$ cat config.mk
export PLATFORM = sky130hd
export DESIGN_NAME = priority_round_robin_scheduler_core
export DESIGN_NICKNAME = d
export VERILOG_FILES = /design/src/hw/rtl/prrs_pkg.sv /design/src/hw/rtl/prrs_queue_ram.sv /design/src/hw/rtl/priority_round_robin_scheduler_core.sv
export SDC_FILE = /design/constraint.sdc
export NUM_CORES = 2
export LEC_CHECK = 0
export BUFFER_PORTS_ARGS = -buffer_cell sky130_fd_sc_hd__buf_4
export CAP_MARGIN = 20
export CORE_UTILIZATION = 35
export DETAILED_ROUTE_END_ITERATION = 10
export PLACE_DENSITY = 0.55
export SLEW_MARGIN = 20
export SYNTH_ARGS = -nofsm -noshare
export SYNTH_HDL_FRONTEND = slang
export SYNTH_SLANG_ARGS = --single-unit
$ cat constraint.sdc
create_clock -name clk_i -period 7.2 [get_ports clk_i]
set_input_delay 0.36 -clock clk_i [delete_from_list [all_inputs] [get_ports clk_i]]
set_output_delay 0.36 -clock clk_i [all_outputs]
set_load 0.1 [all_outputs]
$ cat src/hw/rtl/prrs_pkg.sv
// Shared types, codes and default sizes for the priority round-robin scheduler.
package prrs_pkg;

  // Default sizing
  localparam int unsigned TopLevelDefault   = 5;
  localparam int unsigned QueueDepthDefault = 64;

  // Fixed field widths
  localparam int unsigned CmdW     = 2;
  localparam int unsigned IdW      = 6;
  localparam int unsigned PrioW    = 3;
  localparam int unsigned StatusW  = 2;
  localparam int unsigned QuantumW = 16;

  localparam logic [QuantumW-1:0] QuantumReset = 16'd4;

  // Event codes
  localparam logic [CmdW-1:0] CMD_ADD  = 2'd0;
  localparam logic [CmdW-1:0] CMD_TICK = 2'd1;
  localparam logic [CmdW-1:0] CMD_EXIT = 2'd2;

  // Status codes
  localparam logic [StatusW-1:0] STAT_OK        = 2'd0;
  localparam logic [StatusW-1:0] STAT_ADD_FULL  = 2'd1;
  localparam logic [StatusW-1:0] STAT_EXIT_IDLE = 2'd2;

  typedef logic [IdW-1:0] thread_id_t;

endpackage

$ cat src/hw/rtl/prrs_queue_ram.sv
// Ready-queue storage: one write port, one read port, registered read-first data.
module prrs_queue_ram #(
  parameter int unsigned Depth = prrs_pkg::QueueDepthDefault * (prrs_pkg::TopLevelDefault + 1),
  parameter int unsigned AddrW = $clog2(Depth)
) (
  input  logic                   clk_i,
  input  logic                   wr_en_i,
  input  logic [AddrW-1:0]       wr_addr_i,
  input  prrs_pkg::thread_id_t   wr_data_i,
  input  logic                   rd_en_i,
  input  logic [AddrW-1:0]       rd_addr_i,
  output prrs_pkg::thread_id_t   rd_data_o
);
  import prrs_pkg::*;

  thread_id_t mem [Depth];
  thread_id_t rd_data_q;

  // Read returns the old entry when the same address is written in that cycle
  always_ff @(posedge clk_i) begin
    if (wr_en_i) begin
      mem[wr_addr_i] <= wr_data_i;
    end
    if (rd_en_i) begin
      rd_data_q <= mem[rd_addr_i];
    end
  end

  assign rd_data_o = rd_data_q;

endmodule

$ cat src/hw/rtl/priority_round_robin_scheduler_core.sv
// Top level of the priority round-robin thread scheduler.
//
// Usage:
//   Input channel (in_valid_i / in_stall_o) carries one event per request:
//   cmd_i = add, tick or exit, with thread_id_i and priority_req_i for adds.
//   Output channel (out_valid_o / out_stall_i) returns exactly one result per
//   request: running thread, switched flag and status.
//   Config channel (cfg_valid_i / cfg_ready_o / cfg_wdata_i) writes the
//   quantum; write it only while no request is in flight.
// Timing:
//   A request is decided in its accept cycle, where the ready-queue RAM is
//   read and written; the result register loads on the next edge once the
//   RAM read data returns, and out_valid_o rises with it. in_stall_o is high
//   while the read data returns, so a new request is taken only after that load.
// Reset:
//   All queues empty, nothing running, tick counter 0, quantum 4. The RAM
//   is not cleared; only occupied entries are ever read.
// Stall:
//   While a result waits under out_stall_i, in_stall_o stays high, so at
//   most one request is in flight.
module priority_round_robin_scheduler_core #(
  parameter int unsigned TopLevel   = prrs_pkg::TopLevelDefault,
  parameter int unsigned QueueDepth = prrs_pkg::QueueDepthDefault
) (
  input  logic                           clk_i,
  input  logic                           rst_ni,
  // Config write
  input  logic                           cfg_valid_i,
  output logic                           cfg_ready_o,
  input  logic [prrs_pkg::QuantumW-1:0]  cfg_wdata_i,
  // Event requests
  input  logic                           in_valid_i,
  output logic                           in_stall_o,
  input  logic [prrs_pkg::CmdW-1:0]      cmd_i,
  input  logic [prrs_pkg::IdW-1:0]       thread_id_i,
  input  logic [prrs_pkg::PrioW-1:0]     priority_req_i,
  // Results
  output logic                           out_valid_o,
  input  logic                           out_stall_i,
  output logic                           running_valid_o,
  output logic [prrs_pkg::IdW-1:0]       running_id_o,
  output logic [prrs_pkg::PrioW-1:0]     running_priority_o,
  output logic                           switched_o,
  output logic [prrs_pkg::StatusW-1:0]   status_o
);
  import prrs_pkg::*;

  localparam int unsigned Levels  = TopLevel + 1;
  localparam int unsigned LvlW    = (Levels > 1) ? $clog2(Levels) : 1;
  localparam int unsigned PtrW    = $clog2(QueueDepth);
  localparam int unsigned CntW    = $clog2(QueueDepth + 1);
  localparam int unsigned RamSize = Levels * QueueDepth;
  localparam int unsigned AddrW   = $clog2(RamSize);
  localparam int unsigned SatW    = (LvlW > PrioW) ? LvlW + 1 : PrioW + 1;

  localparam logic ST_IDLE = 1'b0;
  localparam logic ST_DONE = 1'b1;

  // ---------------------------------------------------------------------------
  // State
  logic                state_q;
  logic [QuantumW-1:0] quantum_q;
  logic [PtrW-1:0]     head_q [Levels];
  logic [PtrW-1:0]     tail_q [Levels];
  logic [CntW-1:0]     cnt_q  [Levels];
  logic [PtrW-1:0]     head_d [Levels];
  logic [PtrW-1:0]     tail_d [Levels];
  logic [CntW-1:0]     cnt_d  [Levels];
  logic                cur_valid_q, cur_valid_d;
  thread_id_t          cur_id_q, cur_id_d;
  logic [LvlW-1:0]     cur_lvl_q, cur_lvl_d;
  logic [QuantumW-1:0] elapsed_q, elapsed_d;
  logic                deq_pend_q;
  logic                switched_q, switched_d;
  logic [StatusW-1:0]  status_q, status_d;

  // Result register
  logic                out_valid_q;
  logic                out_run_valid_q;
  thread_id_t          out_id_q;
  logic [LvlW-1:0]     out_lvl_q;
  logic                out_switched_q;
  logic [StatusW-1:0]  out_status_q;

  logic accept;
  assign in_stall_o  = (state_q == ST_DONE) | (out_valid_q & out_stall_i);
  assign accept      = in_valid_i & ~in_stall_o;
  assign cfg_ready_o = 1'b1;

  // ---------------------------------------------------------------------------
  // Level saturation and best-level search
  logic [SatW-1:0] prio_ext;
  logic [LvlW-1:0] req_lvl;
  logic            best_found;
  logic [LvlW-1:0] best_lvl;
  logic [Levels-1:0] nonempty;

  assign prio_ext = SatW'(priority_req_i);
  assign req_lvl  = (prio_ext > SatW'(TopLevel)) ? LvlW'(TopLevel) : LvlW'(priority_req_i);

  always_comb begin
    best_found = 1'b0;
    best_lvl   = '0;
    for (int l = 0; l < Levels; l++) begin
      nonempty[l] = (cnt_q[l] != '0);
      if (nonempty[l]) begin
        best_found = 1'b1;
        best_lvl   = LvlW'(l);
      end
    end
  end

  // ---------------------------------------------------------------------------
  // Event decision
  logic            enq, deq;
  logic [LvlW-1:0] enq_lvl;
  thread_id_t      enq_id;
  logic [QuantumW-1:0] elapsed_inc;
  logic            req_full, cur_full;

  assign elapsed_inc = elapsed_q + QuantumW'(1);
  assign req_full    = (cnt_q[req_lvl]   == CntW'(QueueDepth));
  assign cur_full    = (cnt_q[cur_lvl_q] == CntW'(QueueDepth));

  always_comb begin
    enq         = 1'b0;
    deq         = 1'b0;
    enq_lvl     = req_lvl;
    enq_id      = thread_id_i;
    cur_valid_d = cur_valid_q;
    cur_id_d    = cur_id_q;
    cur_lvl_d   = cur_lvl_q;
    elapsed_d   = elapsed_q;
    switched_d  = 1'b0;
    status_d    = STAT_OK;
    if (accept) begin
      unique case (cmd_i)
        CMD_ADD: begin
          if (!cur_valid_q) begin
            cur_valid_d = 1'b1;
            cur_id_d    = thread_id_i;
            cur_lvl_d   = req_lvl;
            elapsed_d   = '0;
            switched_d  = 1'b1;
          end else if (req_full) begin
            status_d = STAT_ADD_FULL;
          end else begin
            enq = 1'b1;
          end
        end
        CMD_TICK: begin
          if (cur_valid_q) begin
            elapsed_d = elapsed_inc;
            if (elapsed_inc == quantum_q) begin
              elapsed_d = '0;
              if (best_found && (best_lvl >= cur_lvl_q) &&
                  ((best_lvl == cur_lvl_q) || !cur_full)) begin
                deq        = 1'b1;
                enq        = 1'b1;
                enq_lvl    = cur_lvl_q;
                enq_id     = cur_id_q;
                cur_lvl_d  = best_lvl;
                switched_d = 1'b1;
              end
            end
          end
        end
        CMD_EXIT: begin
          if (!cur_valid_q) begin
            status_d = STAT_EXIT_IDLE;
          end else begin
            if (best_found) begin
              deq       = 1'b1;
              cur_lvl_d = best_lvl;
            end else begin
              cur_valid_d = 1'b0;
              cur_id_d    = '0;
              cur_lvl_d   = '0;
            end
            elapsed_d  = '0;
            switched_d = 1'b1;
          end
        end
        default: begin
        end
      endcase
    end
  end

  // Pointer and count updates per level
  always_comb begin
    for (int l = 0; l < Levels; l++) begin
      head_d[l] = head_q[l];
      tail_d[l] = tail_q[l];
      cnt_d[l]  = cnt_q[l];
      if (enq && (enq_lvl == LvlW'(l))) begin
        tail_d[l] = (tail_q[l] == PtrW'(QueueDepth - 1)) ? '0 : tail_q[l] + PtrW'(1);
      end
      if (deq && (best_lvl == LvlW'(l))) begin
        head_d[l] = (head_q[l] == PtrW'(QueueDepth - 1)) ? '0 : head_q[l] + PtrW'(1);
      end
      if ((enq && (enq_lvl == LvlW'(l))) && !(deq && (best_lvl == LvlW'(l)))) begin
        cnt_d[l] = cnt_q[l] + CntW'(1);
      end else if (!(enq && (enq_lvl == LvlW'(l))) && (deq && (best_lvl == LvlW'(l)))) begin
        cnt_d[l] = cnt_q[l] - CntW'(1);
      end
    end
  end

  // ---------------------------------------------------------------------------
  // Queue RAM: enqueue writes at the tail, dequeue reads the head
  logic [AddrW-1:0] wr_addr, rd_addr;
  thread_id_t       rd_data;

  assign wr_addr = AddrW'(enq_lvl) * AddrW'(QueueDepth) + AddrW'(tail_q[enq_lvl]);
  assign rd_addr = AddrW'(best_lvl) * AddrW'(QueueDepth) + AddrW'(head_q[best_lvl]);

  prrs_queue_ram #(
    .Depth (RamSize),
    .AddrW (AddrW)
  ) u_queue_ram (
    .clk_i     (clk_i),
    .wr_en_i   (enq),
    .wr_addr_i (wr_addr),
    .wr_data_i (enq_id),
    .rd_en_i   (deq),
    .rd_addr_i (rd_addr),
    .rd_data_o (rd_data)
  );

  // ---------------------------------------------------------------------------
  // Sequencer and scheduler registers
  thread_id_t id_final;
  assign id_final = deq_pend_q ? rd_data : cur_id_q;

  always_ff @(posedge clk_i or negedge rst_ni) begin
    if (!rst_ni) begin
      state_q     <= ST_IDLE;
      quantum_q   <= QuantumReset;
      cur_valid_q <= 1'b0;
      cur_id_q    <= '0;
      cur_lvl_q   <= '0;
      elapsed_q   <= '0;
      deq_pend_q  <= 1'b0;
      switched_q  <= 1'b0;
      status_q    <= STAT_OK;
      out_valid_q <= 1'b0;
      for (int l = 0; l < Levels; l++) begin
        head_q[l] <= '0;
        tail_q[l] <= '0;
        cnt_q[l]  <= '0;
      end
    end else begin
      if (cfg_valid_i && cfg_ready_o) begin
        quantum_q <= cfg_wdata_i;
      end
      for (int l = 0; l < Levels; l++) begin
        head_q[l] <= head_d[l];
        tail_q[l] <= tail_d[l];
        cnt_q[l]  <= cnt_d[l];
      end
      if (out_valid_q && !out_stall_i) begin
        out_valid_q <= 1'b0;
      end
      unique case (state_q)
        ST_IDLE: begin
          if (accept) begin
            state_q     <= ST_DONE;
            cur_valid_q <= cur_valid_d;
            cur_id_q    <= cur_id_d;
            cur_lvl_q   <= cur_lvl_d;
            elapsed_q   <= elapsed_d;
            deq_pend_q  <= deq;
            switched_q  <= switched_d;
            status_q    <= status_d;
          end
        end
        ST_DONE: begin
          state_q     <= ST_IDLE;
          cur_id_q    <= id_final;
          deq_pend_q  <= 1'b0;
          out_valid_q <= 1'b1;
        end
        default: begin
          state_q <= ST_IDLE;
        end
      endcase
    end
  end

  // Result payload
  always_ff @(posedge clk_i) begin
    if (state_q == ST_DONE) begin
      out_run_valid_q <= cur_valid_q;
      out_id_q        <= cur_valid_q ? id_final : '0;
      out_lvl_q       <= cur_valid_q ? cur_lvl_q : '0;
      out_switched_q  <= switched_q;
      out_status_q    <= status_q;
    end
  end

  assign out_valid_o        = out_valid_q;
  assign running_valid_o    = out_run_valid_q;
  assign running_id_o       = out_id_q;
  assign running_priority_o = PrioW'(out_lvl_q);
  assign switched_o         = out_switched_q;
  assign status_o           = out_status_q;

  // ---------------------------------------------------------------------------
  // Assertions
  a_accept_to_done: assert property (@(posedge clk_i) disable iff (!rst_ni)
    accept |=> (state_q == ST_DONE))
    else $error("request accepted without entering result cycle");

  a_done_out_free: assert property (@(posedge clk_i) disable iff (!rst_ni)
    (state_q == ST_DONE) |-> !out_valid_q)
    else $error("result register still occupied when result is ready");

  a_dequeue_needs_entry: assert property (@(posedge clk_i) disable iff (!rst_ni)
    (accept && deq) |-> best_found)
    else $error("dequeue issued with every queue empty");

  a_exit_idle_result: assert property (@(posedge clk_i) disable iff (!rst_ni)
    (out_valid_o && (status_o == STAT_EXIT_IDLE)) |-> (!running_valid_o && !switched_o))
    else $error("exit while idle reported a running thread");

endmodule
==> impl_metrics.tcl <==
set metrics [dict create \
    synth_enable_flop_cells 2323 \
    cts_htree_levels 5 \
    worst-setup-path-type "register to register" \
    worstHoldStart "priority_req_i[1]" \
    antenna_found_initial 19 \
    synth.ff_latch_count 2485 \
    finalPower_mw 40.7 \
    setup_violations 0 \
    hold_path_depth 5 \
    number_of_vias_per_cell 5.81 \
    detailed_place_hpwl_um 225000 \
    whs_endpoint "cur_lvl_q[1]" \
    ys_async_sr_fraction 0.0652 \
    areaGrowthSynthToFinish_pct 13.9 \
    cts.reportedPaths.clkPinSlew_ps 60 \
    synth_area_per_cell_um2 12.9 \
    timing.critical_path.arrival_ps 7620 \
    number_of_global_route_vias_before_repair 69700 \
    max-vdd-ir-drop_v 0.000534 \
    place_ws_ps -320 \
    p_int_mw 27.1 \
    setup.worst_path.start_class "register" \
    cts.root.buffer_cell "sky130_fd_sc_hd__clkbuf_16" \
    p_seq_frac 0.399 \
    synth_top_cell_by_area "sky130_fd_sc_hd__edfxtp_1" \
    yosys-mux-area-fraction 0.0305 \
    drt_wl_total_um 363000 \
    fp.dieW_um 552 \
    yosys_warnings 0 \
    p_switching_mw 13.6 \
    die_footprint_mm2 0.305 \
    design.final.nets 8420 \
    post-synth-top-area-fraction 0.659 \
    postSynthNetCount 8300 \
    synth_simple_gate_area_frac 0.138 \
    io_pins 48 \
    worst-endpoint-required_ps 7790 \
    synth_fa_ha_area_frac 0.00787 \
    reg2reg_to "u_queue_ram.rd_data_o[4]" \
    cap_violations 0 \
    routed_wire_length_per_instance_um 29.1 \
    site_row_count 201 \
    class_of_the_worst_hold_path "input port to register" \
    worstSetupEndpointType "register" \
    worst_slew_pin_slew_ps 1220 \
    share_clk_of_total_power 0.330 \
    yosys_most_used_dff "sky130_fd_sc_hd__edfxtp_1" \
    critPathMaxFanout 14 \
    vias 72400 \
    post-synth-top-count-cell "sky130_fd_sc_hd__edfxtp_1" \
    status "finished clean" \
    detailedRoute.firstIterationViolations 9451 \
    fraction_of_layout_instances_using_a_drive_strength_above_1 0.105 \
    combinational_family_with_the_most_area_after_synthesis "simple AND/OR/NAND/NOR gates" \
    place.gp.congestion 0.933 \
    initial_utilization 0.353 \
    maximum_clock_skew_at_final_layout_ps 47.4 \
    grt_start_max_net_pins 200 \
    power_switching_share 0.333 \
    final_period_minus_worst_setup_slack_ps 7040 \
    chipHeight_um 552 \
    cts_tree "done" \
    residual_overflow_from_global_routing 0 \
    cts_inserted_buffers 277 \
    report.final.slew_viol_count 0 \
    synth-compound-area-share 0.0898 \
    firstDrtPassIters 6 \
    setup_slack_ps 165 \
    clockBufferDepth 4 \
    numClockSinks 2485 \
    cell_types_with_the_largest_area_share_after_synthesis "sky130_fd_sc_hd__edfxtp_1 66%, sky130_fd_sc_hd__nand2_1 6.7%, sky130_fd_sc_hd__dfrtp_1 3.8%" \
    post-route-drc-count 0 \
    ant_nets 0 \
    synth_xor_area_frac 0.00711 \
    layout_worst_path_cycle_share 0.977 \
    grt_setup_unrepaired "false" \
    num-fill-cells 28000 \
    yosysSeqAreaShare 0.697 \
    reg2reg_path_depth 15 \
    grtUsageTotal 0.232 \
    reg_to_reg_slack_setup_ps 160 \
    synthTopCellsByCount "2323 x sky130_fd_sc_hd__edfxtp_1, 1893 x sky130_fd_sc_hd__nand2_1, 701 x sky130_fd_sc_hd__nand3_1, 490 x sky130_fd_sc_hd__nor2_1, 255 x sky130_fd_sc_hd__buf_2" \
    clock_latency_ps 960 \
    hold_viol_final 0 \
    powerDensity_mw_per_mm2 337 \
    fp.coreArea_mm2 0.300 \
    crit-reg2reg-launch "cnt_q[0]" \
    synthesis.area_mm2 0.106 \
    fmax_mhz 142 \
    total_leakage_power_nw 41.9 \
    io_port_bufs 46 \
    synth_cells 8205 \
    synthDistinctLibCells 96 \
    power.combinational.fraction 0.271 \
    grt_first_pass_wirelength_um 515000 \
    max_slew_margin 0.184 \
]
[registers in the layout, summed over array words and instances, names as in the netlist]
signal and count:
u_queue_ram.mem 2304, running_valid_o 1, running_priority_o 3, running_id_o 6, cur_valid_q 1, head_q 36, quantum_q 16, state_q 1
status_q 2, tail_q 36, u_queue_ram.rd_data_o 6, switched_o 1, status_o 2, out_valid_o 1, elapsed_q 16, cnt_q 42
cur_lvl_q 3, switched_q 1, deq_pend_q 1, cur_id_q 6
[cells by family (layout without fill, tap and decap cells)]
| logic type | Yosys count | count (layout) |
|---|---|---|
| compound gates | 1243 | 1243 |
| xor+xnor | 86 | 86 |
| fa+ha+maj | 63 | 63 |
| buf+inv | 626 | 932 |
| flops | 2485 | 2485 |
| mux | 277 | 277 |
| other cells | 1 | 8 |
| simple gates | 3424 | 3424 |
[layout make-up]
type,count,area (um^2),area share
Clock inverter,133,1040,0.00867
Tap cell,3958,4950,0.0411
Sequential cell,2485,73800,0.612
Antenna cell,7,17.5,0.000145
Timing Repair Buffer,400,3910,0.0324
Clock buffer,332,7320,0.0607
Inverter,67,251,0.00209
Multi-Input combinational cell,5094,29300,0.243
[layer usage]
| metal | track usage | part of all wire | vias up |
|---|---|---|---|
| li1 | - | - | 31000 |
| met1 | 0.313 | 0.40 | 36700 |
| met2 | 0.361 | 0.46 | 3956 |
| met3 | 0.0468 | 0.097 | 746 |
| met4 | 0.100 | 0.046 | 8 |
| met5 | 0 | 0.00015 | - |
[worst max-delay path by stage]
| stage | startpoint | end | cells after the start |
|---|---|---|---|
| 2_1_floorplan | cnt_q[7] | u_queue_ram.mem[0][0] | 15 |
| 3_3_place_gp | cnt_q[0] | u_queue_ram.rd_data_o[4] | 16 |
| 3_5_place_dp | cnt_q[0] | u_queue_ram.rd_data_o[2] | 13 |
| 4_1_cts | cnt_q[15] | u_queue_ram.rd_data_o[0] | 14 |
| 5_1_grt | cnt_q[15] | u_queue_ram.rd_data_o[5] | 15 |
| 6_report | cnt_q[0] | u_queue_ram.rd_data_o[4] | 15 |
[layout by cell type (no fill, tap or decap), drive strengths merged, types with 31 or more instances in the layout]
cell type	netlist	final
a311oi	236	236
inv	65	74
o211a	117	117
mux2i	187	187
nand2	1893	1893
dfrtp	161	161
a31oi	85	85
dlygate4sd3	0	47
a211oi	141	141
a21oi	154	154
clkinv	2	101
mux2	59	59
mux4	31	31
edfxtp	2323	2323
clkbuf	145	332
o211ai	45	45
nand4	43	43
o21ai	125	125
nor3	68	68
nor2	493	493
o221ai	32	32
nand3	701	701
buf	414	353
o31ai	36	36
xnor2	61	61
and3	80	80
ha	57	57
[power by group through the flow]
stage	combinational (mW)	sequential, mW	clock, mW
after CTS	10.9	16.2	13.6
after detailed placement	10.8	16.5	0
after global routing	11.7	16.3	14.1
after global placement	10.8	16.5	0
after floorplan	6.87	16.6	0
final	11.0	16.2	13.4
[critical path, cell delays in order, from the launching register on]
cell and delay [ps]:
sky130_fd_sc_hd__dfrtp_1 460, sky130_fd_sc_hd__nor4_2 660, sky130_fd_sc_hd__nand4_1 430, sky130_fd_sc_hd__a21o_1 410, sky130_fd_sc_hd__a311oi_1 560, sky130_fd_sc_hd__a22oi_2 140, sky130_fd_sc_hd__buf_12 190, sky130_fd_sc_hd__nand2_1 350
sky130_fd_sc_hd__buf_4 460, sky130_fd_sc_hd__o22ai_1 150, sky130_fd_sc_hd__or4_1 550, sky130_fd_sc_hd__a211oi_1 580, sky130_fd_sc_hd__o22ai_1 330, sky130_fd_sc_hd__a2111oi_1 870, sky130_fd_sc_hd__buf_4 260, sky130_fd_sc_hd__a31oi_1 230
[timing repair]
action / CTS / global route
gates resized for setup: 1 / 2
pin swaps: 1 / 1
hold endpoints to repair: 101 / 0
setup endpoints to repair: 4 / 4
hold buffers: 47 / 0
setup buffers: 4 / 6
[stage by stage]
step / hold WS [ps] / utilization / TNS [ps] / instances / cell area [um^2]
final: 44.5 / 0.402 / 0 / 12500 / 121000
after global routing: 56.6 / 0.401 / 0 / 12500 / 121000
after CTS: 0.536 / 0.401 / 0 / 12500 / 120000
after detailed placement: 436 / 0.371 / -499 / 11900 / 111000
after global placement: 429 / 0.371 / -1420 / 11900 / 111000
after floorplan: 64.4 / - / 0 / 8205 / 106000
Power figures use the tool's default switching activity.
